===== src/hdl/brsc_pkg.sv =====
`timescale 1ns / 1ps
// ----------------------------------------------------------------------------
// brsc_pkg
// shared widths, constants and controller/datapath interface types
// ----------------------------------------------------------------------------
package brsc_pkg;

    localparam int CAP_W      = 13;
    localparam int START_W    = 12;
    localparam int COUNT_W    = 13;
    localparam int IDX_OUT_W  = 6;
    localparam int VALUE_W    = 64;

    localparam logic [CAP_W-1:0] CAP_RESET = 13'd4096;

    typedef struct packed {
        logic load;
        logic scan_start;
        logic issue;
        logic step;
        logic push_reject;
    } ctrl_cmd_t;

    typedef struct packed {
        logic reject;
        logic touched;
        logic word_last;
        logic s1_valid;
        logic s1_adv;
        logic out_free;
    } dp_status_t;

endpackage


===== src/hdl/brsc_datapath.sv =====
`timescale 1ns / 1ps
// ----------------------------------------------------------------------------
// brsc_datapath
// request registers, word scan, bitmap memory, masking stage and result register
// ----------------------------------------------------------------------------
module brsc_datapath
    import brsc_pkg::*;
#(
    parameter int WORD_COUNT = 64,
    parameter int WORD_BITS  = 64
)
(
    input  logic                  clk,
    input  logic                  rst_n,
    input  logic                  cfg_wr_en,
    input  logic [CAP_W-1:0]      cfg_wr_data,
    input  logic                  op,
    input  logic [START_W-1:0]    start_bit,
    input  logic [COUNT_W-1:0]    bit_count,
    input  logic                  out_ready,
    output logic                  out_valid,
    output logic [IDX_OUT_W-1:0]  word_index,
    output logic [VALUE_W-1:0]    word_value,
    output logic                  overflow,
    output logic                  last,
    input  ctrl_cmd_t             cmd,
    output dp_status_t            status
);

    localparam int IDX_W = (WORD_COUNT > 1) ? $clog2(WORD_COUNT) : 1;
    localparam int OFF_W = $clog2(WORD_BITS);
    localparam logic [CAP_W-1:0] CAP_TOTAL = CAP_W'(WORD_COUNT * WORD_BITS);
    localparam logic [CAP_W-1:0] WORD_STEP = CAP_W'(WORD_BITS);
    localparam logic [OFF_W-1:0] OFF_MAX   = OFF_W'(WORD_BITS - 1);

    // configuration
    logic [CAP_W-1:0] cap_reg;

    always_ff @(posedge clk or negedge rst_n)
    begin
        if (!rst_n)
        begin
            cap_reg <= CAP_RESET;
        end
        else if (cfg_wr_en)
        begin
            cap_reg <= cfg_wr_data;
        end
    end

    // request
    logic               op_reg;
    logic [START_W-1:0] start_reg;
    logic [COUNT_W-1:0] count_reg;
    logic [CAP_W-1:0]   final_reg;

    always_ff @(posedge clk)
    begin
        if (cmd.load)
        begin
            op_reg    <= op;
            start_reg <= start_bit;
            count_reg <= bit_count;
            final_reg <= CAP_W'({1'b0, start_bit}) + bit_count - CAP_W'(1);
        end
    end

    logic [CAP_W-1:0] cap_eff;
    logic [CAP_W:0]   end_sum;

    always_comb
    begin
        cap_eff = (cap_reg > CAP_TOTAL) ? CAP_TOTAL : cap_reg;
        end_sum = (CAP_W+1)'(start_reg) + (CAP_W+1)'(count_reg);
    end

    // word scan
    logic [IDX_W-1:0] q_reg;
    logic [CAP_W-1:0] base_reg;

    always_ff @(posedge clk)
    begin
        if (cmd.scan_start)
        begin
            q_reg    <= '0;
            base_reg <= '0;
        end
        else if (cmd.step)
        begin
            q_reg    <= q_reg + IDX_W'(1);
            base_reg <= base_reg + WORD_STEP;
        end
    end

    logic [CAP_W-1:0] word_end;
    logic [CAP_W-1:0] lo_diff;
    logic [CAP_W-1:0] hi_diff;
    logic [OFF_W-1:0] lo_now;
    logic [OFF_W-1:0] hi_now;
    logic             touched;
    logic             word_last;

    always_comb
    begin
        word_end  = base_reg + WORD_STEP - CAP_W'(1);
        touched   = word_end >= CAP_W'(start_reg);
        word_last = final_reg <= word_end;
        lo_diff   = CAP_W'(start_reg) - base_reg;
        hi_diff   = final_reg - base_reg;
        lo_now    = (CAP_W'(start_reg) > base_reg) ? lo_diff[OFF_W-1:0] : '0;
        hi_now    = word_last ? hi_diff[OFF_W-1:0] : OFF_MAX;
    end

    // bitmap memory, entry valid bits stand for the all-zero reset
    logic [WORD_BITS-1:0]  mem [WORD_COUNT];
    logic [WORD_COUNT-1:0] vld_reg;
    logic [WORD_BITS-1:0]  rd_data_reg;
    logic                  rd_vld_reg;

    // read stage
    logic             s1_valid_reg;
    logic [IDX_W-1:0] s1_q_reg;
    logic [OFF_W-1:0] s1_lo_reg;
    logic [OFF_W-1:0] s1_hi_reg;
    logic             s1_last_reg;

    logic out_valid_reg;
    logic out_free;
    logic s1_adv;

    assign out_free = !out_valid_reg || out_ready;
    assign s1_adv   = s1_valid_reg && out_free;

    always_ff @(posedge clk)
    begin
        if (cmd.issue)
        begin
            rd_data_reg <= mem[q_reg];
            rd_vld_reg  <= vld_reg[q_reg];
            s1_q_reg    <= q_reg;
            s1_lo_reg   <= lo_now;
            s1_hi_reg   <= hi_now;
            s1_last_reg <= word_last;
        end
    end

    always_ff @(posedge clk or negedge rst_n)
    begin
        if (!rst_n)
        begin
            s1_valid_reg <= 1'b0;
        end
        else if (cmd.issue)
        begin
            s1_valid_reg <= 1'b1;
        end
        else if (s1_adv)
        begin
            s1_valid_reg <= 1'b0;
        end
    end

    // modify stage
    logic [WORD_BITS-1:0] full_word;
    logic [WORD_BITS-1:0] mask;
    logic [WORD_BITS-1:0] old_word;
    logic [WORD_BITS-1:0] new_word;

    always_comb
    begin
        full_word = '1;
        mask      = (full_word >> (OFF_MAX - s1_hi_reg)) & (full_word << s1_lo_reg);
        old_word  = rd_vld_reg ? rd_data_reg : '0;
        new_word  = op_reg ? (old_word | mask) : (old_word & ~mask);
    end

    always_ff @(posedge clk)
    begin
        if (s1_adv)
        begin
            mem[s1_q_reg] <= new_word;
        end
    end

    always_ff @(posedge clk or negedge rst_n)
    begin
        if (!rst_n)
        begin
            vld_reg <= '0;
        end
        else if (s1_adv)
        begin
            vld_reg[s1_q_reg] <= 1'b1;
        end
    end

    // result register
    logic [IDX_OUT_W-1:0] index_reg;
    logic [VALUE_W-1:0]   value_reg;
    logic                 overflow_reg;
    logic                 last_reg;
    logic                 out_load;

    assign out_load = s1_adv || cmd.push_reject;

    always_ff @(posedge clk)
    begin
        if (s1_adv)
        begin
            index_reg    <= IDX_OUT_W'(s1_q_reg);
            value_reg    <= VALUE_W'(new_word);
            overflow_reg <= 1'b0;
            last_reg     <= s1_last_reg;
        end
        else if (cmd.push_reject)
        begin
            index_reg    <= '0;
            value_reg    <= '0;
            overflow_reg <= 1'b1;
            last_reg     <= 1'b1;
        end
    end

    always_ff @(posedge clk or negedge rst_n)
    begin
        if (!rst_n)
        begin
            out_valid_reg <= 1'b0;
        end
        else if (out_load)
        begin
            out_valid_reg <= 1'b1;
        end
        else if (out_ready)
        begin
            out_valid_reg <= 1'b0;
        end
    end

    assign out_valid  = out_valid_reg;
    assign word_index = index_reg;
    assign word_value = value_reg;
    assign overflow   = overflow_reg;
    assign last       = last_reg;

    always_comb
    begin
        status.reject    = (count_reg == '0) || (end_sum > (CAP_W+1)'(cap_eff));
        status.touched   = touched;
        status.word_last = word_last;
        status.s1_valid  = s1_valid_reg;
        status.s1_adv    = s1_adv;
        status.out_free  = out_free;
    end

endmodule


===== src/hdl/brsc_ctrl.sv =====
`timescale 1ns / 1ps
// ----------------------------------------------------------------------------
// brsc_ctrl
// request sequencer: range check, word scan and read issue, drain
// ----------------------------------------------------------------------------
module brsc_ctrl
    import brsc_pkg::*;
(
    input  logic       clk,
    input  logic       rst_n,
    input  logic       in_valid,
    output logic       in_ready,
    input  dp_status_t status,
    output ctrl_cmd_t  cmd
);

    typedef enum logic [3:0] {
        ST_IDLE  = 4'b0001,
        ST_CHECK = 4'b0010,
        ST_SCAN  = 4'b0100,
        ST_DRAIN = 4'b1000
    } state_t;

    state_t state_reg;
    state_t state_next;
    logic   can_issue;

    // the read stage is free, or hands its word on this cycle
    assign can_issue = !status.s1_valid || status.s1_adv;

    always_comb
    begin
        state_next = state_reg;
        cmd        = '0;
        in_ready   = 1'b0;
        unique case (state_reg)
            ST_IDLE:
            begin
                in_ready = 1'b1;
                if (in_valid)
                begin
                    cmd.load   = 1'b1;
                    state_next = ST_CHECK;
                end
            end
            ST_CHECK:
            begin
                cmd.scan_start = 1'b1;
                if (!status.reject)
                begin
                    state_next = ST_SCAN;
                end
                else if (status.out_free)
                begin
                    cmd.push_reject = 1'b1;
                    state_next      = ST_IDLE;
                end
            end
            ST_SCAN:
            begin
                if (!status.touched)
                begin
                    cmd.step = 1'b1;
                end
                else if (can_issue)
                begin
                    cmd.issue = 1'b1;
                    cmd.step  = 1'b1;
                    if (status.word_last)
                    begin
                        state_next = ST_DRAIN;
                    end
                end
            end
            ST_DRAIN:
            begin
                if (can_issue)
                begin
                    state_next = ST_IDLE;
                end
            end
            default:
            begin
                state_next = ST_IDLE;
            end
        endcase
    end

    always_ff @(posedge clk or negedge rst_n)
    begin
        if (!rst_n)
        begin
            state_reg <= ST_IDLE;
        end
        else
        begin
            state_reg <= state_next;
        end
    end

endmodule


===== src/hdl/bitmap_range_set_clear_unit.sv =====
`timescale 1ns / 1ps
// ----------------------------------------------------------------------------
// bitmap_range_set_clear_unit
// sets or clears a run of bits in a word bitmap and reports every word it touches
// ----------------------------------------------------------------------------
// One request at a time. After the input transfer the block runs the range check,
// then walks the words from index 0 one per cycle, while the result register takes
// each touched word, up to the last word of the run; words before the run are
// skipped, each touched word is read, masked, written back and handed to the result
// register. A rejected request (empty run or past capacity) gives one overflow
// result. The word read into the masking stage sets the pace of one word per cycle
// while results are taken at once. The bitmap reads as all zero after reset with no
// clearing pass.
module bitmap_range_set_clear_unit
    import brsc_pkg::*;
#(
    parameter int WORD_COUNT = 64,
    parameter int WORD_BITS  = 64
)
(
    input  logic                  clk,
    input  logic                  rst_n,
    input  logic                  cfg_wr_en,
    input  logic [CAP_W-1:0]      cfg_wr_data,
    input  logic                  in_valid,
    output logic                  in_ready,
    input  logic                  op,
    input  logic [START_W-1:0]    start_bit,
    input  logic [COUNT_W-1:0]    bit_count,
    output logic                  out_valid,
    input  logic                  out_ready,
    output logic [IDX_OUT_W-1:0]  word_index,
    output logic [VALUE_W-1:0]    word_value,
    output logic                  overflow,
    output logic                  last
);

    ctrl_cmd_t  cmd;
    dp_status_t status;

    brsc_ctrl u_ctrl (
        .clk      (clk),
        .rst_n    (rst_n),
        .in_valid (in_valid),
        .in_ready (in_ready),
        .status   (status),
        .cmd      (cmd)
    );

    brsc_datapath #(
        .WORD_COUNT (WORD_COUNT),
        .WORD_BITS  (WORD_BITS)
    ) u_datapath (
        .clk         (clk),
        .rst_n       (rst_n),
        .cfg_wr_en   (cfg_wr_en),
        .cfg_wr_data (cfg_wr_data),
        .op          (op),
        .start_bit   (start_bit),
        .bit_count   (bit_count),
        .out_ready   (out_ready),
        .out_valid   (out_valid),
        .word_index  (word_index),
        .word_value  (word_value),
        .overflow    (overflow),
        .last        (last),
        .cmd         (cmd),
        .status      (status)
    );

endmodule


===== config.mk =====
export PLATFORM = sky130hd
export DESIGN_NAME = bitmap_range_set_clear_unit
export DESIGN_NICKNAME = d
export VERILOG_FILES = /design/src/hdl/brsc_pkg.sv /design/src/hdl/brsc_datapath.sv /design/src/hdl/brsc_ctrl.sv /design/src/hdl/bitmap_range_set_clear_unit.sv
export SDC_FILE = /design/constraint.sdc
export NUM_CORES = 2
export LEC_CHECK = 0
export BUFFER_PORTS_ARGS = -buffer_cell sky130_fd_sc_hd__buf_2
export CAP_MARGIN = 5
export CORE_ASPECT_RATIO = 1.4
export CORE_MARGIN = 3
export CORE_UTILIZATION = 65
export DETAILED_ROUTE_END_ITERATION = 8
export PLACE_DENSITY_LB_ADDON = 0.1
export SYNTH_ARGS = -nofsm -noshare
export SYNTH_HDL_FRONTEND = slang
export SYNTH_SLANG_ARGS = --single-unit

===== constraint.sdc =====
create_clock -name clk -period 14.7 [get_ports clk]
set_input_delay 0 -clock clk [delete_from_list [all_inputs] [get_ports clk]]
set_output_delay 0 -clock clk [all_outputs]
set_load 0.02 [all_outputs]

## Yosys cells after proc, flatten, opt, wreduce, memory -nomap -nowiden

Memories as Yosys holds them, arrays and structs flattened. A register that Yosys moved wholly into a read port is not among the register bits.
Index checks and enable logic that the tools add are counted.

- Eq/ne operators: 10
- Reduce and logical (&&, ||, !) cells: 13
- Multiplexer cells: 38
- Magnitude comparators: 8
- Shift operators: 2
- Bitwise logic cells: 5
- Add/sub/neg operators: 9

Operators by type and width:

| cell | number |
|---|---|
| $mux 64 | 4 |
| $and 64x64->64 | 2 |
| $or 64x64->64 | 2 |
| $not 64->64 | 1 |
| $shl 64x6->64 const A | 1 |
| $shr 64x6->64 const A | 1 |
| $mux 4 | 7 |
| $sub 13x1->13 const B | 2 |
| $mux 1 | 19 |
| $pmux 4 s4 | 1 |
| $add 12x13->14 | 1 |
| $gt 14x13->1 | 1 |
| $lt 6x7->1 const B | 2 |
| $add 12x13->13 | 1 |
| $add 13x7->13 const B | 1 |
| $ge 13x12->1 | 1 |
| $gt 12x13->1 | 1 |
| $gt 13x13->1 const B | 1 |
| $le 13x13->1 | 1 |
| $logic_not 13->1 | 1 |
| $mux 13 | 1 |
| $mux 6 | 2 |
| $sub 6x6->6 | 2 |
| $ne 2x1->1 const B | 4 |
| 17 further kinds | 25 |

- Logic and storage cells: 106
- Register bits after elaboration: 233
- Input port bits: 44
- Memories: 1
- RAM bits: 4,096

Memories:

| memory | depth | bits a word | read ports | clocked after memory_dff | write ports | RTL line | RTL |
|---|---|---|---|---|---|---|---|
| u_datapath.mem | 64 | 64 | 1 | 1 | 1 | brsc_datapath.sv:115 | `logic [WORD_BITS-1:0] mem [WORD_COUNT];` |

## Logic depth before layout (Yosys ltp)

- Depth after elaboration: 8
- Mapped depth: 17
- Gate-level depth less buffers: 17

## Hierarchy

From an unflattened synthesis, not the netlist that was laid out.

- Cell total of the unflattened synthesis: 8,026
- Area total of the unflattened synthesis: 170,928.9 µm²

Modules (own cells, without submodules):

| module | area an instance (µm²) | instances | seq. area each (µm²) | cells an instance |
|---|---|---|---|---|
| brsc_datapath | 170,606.1 | 1 | 131,082.0 | 7,993 |
| brsc_ctrl | 322.8 | 1 | 101.3 | 33 |

## Least setup slack after synthesis

OpenSTA, ideal clock, no wires.

- Path kind: flip-flop to flip-flop
- Start: reg u_datapath.start_reg[0]
- End: reg u_datapath.last_reg (netlist: u_datapath.last) (enable)
- Data arrival time: 6.264 ns
- Period minus slack after synthesis: 6.764 ns
- Buffers on the path: 0
- Cell stages (with the launch flop): 18
- Setup slack: 7.936 ns
- Path through: edfxtp_1 ha_1 fa_1 a21o_1 a21oi_1 o21ai_0 a311oi_1 nor2_1 o41ai_1 xnor2_1 ha_1 nand4_1 nor2_1 o311a_1 o31ai_1 a31oi_1 nor2_1 nor2_1

- Word-level cells in the longest chain between the ends: 6

Ends and longest elaborated chain:

| what | RTL line | RTL |
|---|---|---|
| start: declaration | brsc_datapath.sv:53 | `logic [START_W-1:0] start_reg;` |
| start signal: assignment | brsc_datapath.sv:62 | `start_reg <= start_bit;` |
| $add 12x13->14 | brsc_datapath.sv:74 | `end_sum = (CAP_W+1)'(start_reg) + (CAP_W+1)'(count_reg);` |
| $gt 14x13->1 | brsc_datapath.sv:248 | `status.reject = (count_reg == '0) \|\| (end_sum > (CAP_W+1)'(cap_eff));` |
| $logic_or 1x1->1 | brsc_datapath.sv:248 |  |
| $mux 1 | brsc_ctrl.sv:49 | `if (!status.reject)` |
| $mux 1 | brsc_ctrl.sv:36 | `unique case (state_reg)` |
| $reduce_bool 2->1 (no line) | - |  |
| end signal: assignment | brsc_datapath.sv:213 | `last_reg <= s1_last_reg;` |
| end: declaration | brsc_datapath.sv:201 | `logic last_reg;` |

Every way passes these cells.
A chain may end at the register's enable or synchronous reset.

## Final worst setup path

- Start: reg u_datapath.start_reg[0]
- End: reg u_datapath.value_reg[28] (netlist: u_datapath.word_value[28]) (enable)

- Word-level cells in the longest chain between the ends: 6

Ends and longest elaborated chain:

| what | RTL line | RTL |
|---|---|---|
| $add 12x13->14 | brsc_datapath.sv:74 |  |
| $gt 14x13->1 | brsc_datapath.sv:248 |  |
| $logic_or 1x1->1 | brsc_datapath.sv:248 |  |
| $mux 1 | brsc_ctrl.sv:49 |  |
| $mux 1 | brsc_ctrl.sv:36 |  |
| $reduce_bool 2->1 (no line) | - |  |
| end signal: assignment | brsc_datapath.sv:211 | `value_reg <= VALUE_W'(new_word);` |
| end: declaration | brsc_datapath.sv:199 | `logic [VALUE_W-1:0] value_reg;` |

Every way passes these cells.

==> run_results.csv <==
group,metric,value,unit
logic_synthesis,ys_types,67,
layout,syn_to_final_growth,12.3,%
power,irDropWorstVdd,0.120,mV
layout,final_core_util,73.4,%
sta,fin_skew,0.0402,ns
worst_setup_path,cp_top_family,"compound AO/OA/AOI/OAI gates",
logic_synthesis,ys_warn_count,0,
global_routing,grt_pass1_vias,84400,
layout,drive_above_1_share,32.1,%
sta,timing.hold.ws,0.0422,ns
worst_setup_path,cp_data_arrival_time,6.46,ns
floorplan,io_pins,118,
sta,drv_slew,0,
placement,dp_slack,8.92,ns
clocking,clockBufferDepth,4,
power,switchingPower,7.36,mW
worst_setup_path,cp.depth,19,
power,p_leak,59.1,nW
clocking,cts_tree,"built",
logic_synthesis,netlist_instances,7125,
placement,portBuffers,117,
worst_setup_path,r2r_end,"u_datapath.word_value[28]$_SDFFCE_PN0P_",
power,pwr-share-clk,34.9,%
floorplan,die-area,267000,µm²
clocking,cts_root_buffer,"clkbuf_16",
job,maxCapViolCount,0,
detailed_routing,dr_wl_met2,236000,µm
worst_setup_path,worstSetupStartpoint,"u_datapath.start_reg[0]$_DFFE_PP_",
logic_synthesis,synth-main-ff-cell,"edfxtp_1",
logic_synthesis,ys_seq_area_share,77.4,%
power,p_seq_share,47.7,%
global_routing,grt_antenna_before_repair,12,
layout,largest_register_ffs,4096,
worst_setup_path,r2r-start,"u_datapath.start_reg[0]$_DFFE_PP_",
worst_setup_path,critPathMaxFanout,43,
detailed_routing,post_drt_wl_per_cell,42.2,µm
worst_setup_path,cpPeakStageDelay,0.73,ns
global_routing,grt_pass1_wl,669000,µm
hold_path,min_path_type,"in -> reg",
layout,fin_nets,7756,
power,comb_power_share,17.3,%
worst_setup_path,crit_chain,"ha_1 > fa_1 > a21o_1 > a21oi_1 > o21ai_0 > a311oi_1 > nor2_1 > o41ai_1 > xnor2_1 > ha_1 > nand4_1 > nor2_1 > o311a_1 > o31ai_1 > a31oi_1 > nor2_1 > nor2_4 > buf_4 > buf_4",
sta,rsz0062_at_grt,"no",
layout,final_cell_mix,"edfxtp_1, mux4_2, clkbuf_16",
floorplan,rows,221,
logic_synthesis,synth_area_leaders,"edfxtp_1, mux4_2, dfrtp_1",
clocking,clk_pin_slew_worst_paths,0.06,ns
logic_synthesis,synthDominantCellAreaShare,76.0,%
detailed_routing,vias,84900,
floorplan,die-height,610,µm
sta,setup_slack,8.76,ns
worst_setup_path,cp_num_buf_inv,2,
logic_synthesis,netlist.top_cell.by_area,"edfxtp_1",
sta,setup_tns,0,ns
placement,gp_congestion,0.861,
detailed_routing,via_per_inst,7.43,
floorplan,chipWidth,438,µm
sta,clock.fmax,0.168,GHz
clocking,insertion_delay,0.92,ns
worst_setup_path,critPathCapture,"u_datapath.word_value[28]$_SDFFCE_PN0P_",
layout,top_register,"u_datapath.mem",
detailed_routing,ant_nets,0,
power,pwr_density_cell,156,nW/µm²
floorplan,initial_core_util,65.4,%
sta,finalCritPeriodShare,40.4,%
detailed_routing,routed_wl,482000,µm
logic_synthesis,synthesis.area,169000,µm²
worst_setup_path,crit_path_start_kind,"flop",
clocking,clkSinkCount,4387,
placement,placedCellCount,10600,
worst_setup_path,r2r_slack,8.76,ns
detailed_routing,top_layer_used,"met5",
sta,relSlewSlack,12.6,%
logic_synthesis,yosys_register_bits,4387,
sta,tightest_slew,1.31,ns
logic_synthesis,synth_nets,7241,
sta,fin_crit,5.94,ns
global_routing,grt_max_degree,114,
floorplan,coreArea,259000,µm²
sta,finalSetupViolCount,0,
global_routing,grt_overflow,0,
worst_setup_path,setup.worst_path.class,"reg -> reg",
logic_synthesis,avgSynthCellArea,23.8,µm²
logic_synthesis,synth_edf_count,4290,
clocking,h-tree-depth,5,
detailed_routing,drt_first_pass_iters,8,
worst_setup_path,slowest_stage,"buf_4",
layout,mostFrequentLayoutCell,"edfxtp_1",
worst_setup_path,reg2reg_depth,19,
logic_synthesis,async_reset_ff_share,1.89,%
power,internal-power,22.3,mW
worst_setup_path,required,15.23,ns
detailed_routing,drc_errors,0,
worst_setup_path,endpoint_kind,"flop",
run_status,outcome,"finished clean",
placement,place_hpwl,233000,µm
detailed_routing,wl_met3,60900,µm
clocking,numCtsBuffers,391,
worst_setup_path,cpMostUsedCell,"nor2_1",
power,switching_share,24.8,%
detailed_routing,met1_length,159000,µm
layout,final_cell_count_no_fill,11400,
global_routing,track_usage,36.7,%
sta,hold_viol,0,
detailed_routing,drt_iter0_markers,13900,
[cell families after synthesis]
| family | count (synthesis) | synth area share, % |
|---|---|---|
| AO/OA/AOI/OAI | 219 | 0.806 |
| XOR/XNOR | 30 | 0.155 |
| adder cells (fa/ha/maj) | 72 | 0.541 |
| buffers and inverters | 448 | 1.06 |
| flip-flops | 4387 | 77.4 |
| multiplexers | 1390 | 18.3 |
| AND/OR/NAND/NOR | 579 | 1.72 |
[tightest hold or removal path: cells and delay by family]
kind	cells	cell delay, ns
buf+inv	2	0.65
simple gates	3	0.24
[cell type report]
cell class	instances	area, µm²
clock inverter	243	2520
clock buffer	462	10200
tap	3456	4320
timing repair buffer	488	3890
fill	13900	68800
inverter	82	318
multi-input combinational	2290	37700
antenna	15	37.5
sequential	4387	131000
[cells in the mapped netlist (all sizes together) (70+ instances only)]
master	count
and2	74
o21ai	103
buf	133
nor2	122
dfrtp	81
edfxtp	4290
nand2	133
clkbuf	233
or2	74
mux4	1365
inv	82
ha	70
[repair_timing]
action / 4_1_cts / 5_1_grt
endpoints found under the setup margin: 0 / 0
resized for setup: 0 / 0
endpoints found under the hold margin: 193 / 0
buffers inserted: 0 / 0
hold buffers: 98 / 0
[stage by stage]
stage	instance area [µm²]	power (mW)
after floorplan	169000	18.0
after global placement	176000	19.4
after detailed placement	176000	19.5
after CTS	190000	29.7
after global routing	190000	30.4
final	190000	29.7
[power by group through the flow]
stage	registers (mW)	logic (mW)	clock network, mW
floorplan	14.4	3.67	0
global placement	14.4	4.99	0
detailed placement	14.4	5.06	0
CTS	14.1	5.15	10.4
global route	14.2	5.39	10.9
finish	14.2	5.14	10.4
[worst min-delay path by stage]
stage,start,endpoint,slack (ns),depth (start not counted)
after global routing,out_ready,u_datapath.s1_valid_reg$_DFFE_PN0P_,0.07,5
after floorplan,rst_n,u_ctrl.state_reg[1]$_DFFE_PN0P_,-0.30,0
after detailed placement,op,u_datapath.op_reg$_DFFE_PP_,0.18,1
after CTS,out_ready,u_datapath.s1_valid_reg$_DFFE_PN0P_,0.003,5
final,out_ready,u_datapath.s1_valid_reg$_DFFE_PN0P_,0.04,5
after global placement,op,u_datapath.op_reg$_DFFE_PP_,0.18,1
[routing by layer]
| metal | vias to the layer above | track usage (%) |
|---|---|---|
| met2 | 6904 | 58.0 |
| met3 | 1252 | 8.92 |
| met1 | 45200 | 50.0 |
| met5 | - | 0 |
| met4 | 6 | 16.1 |
| li1 | 31500 | - |
(Power assumes the default switching activity.)
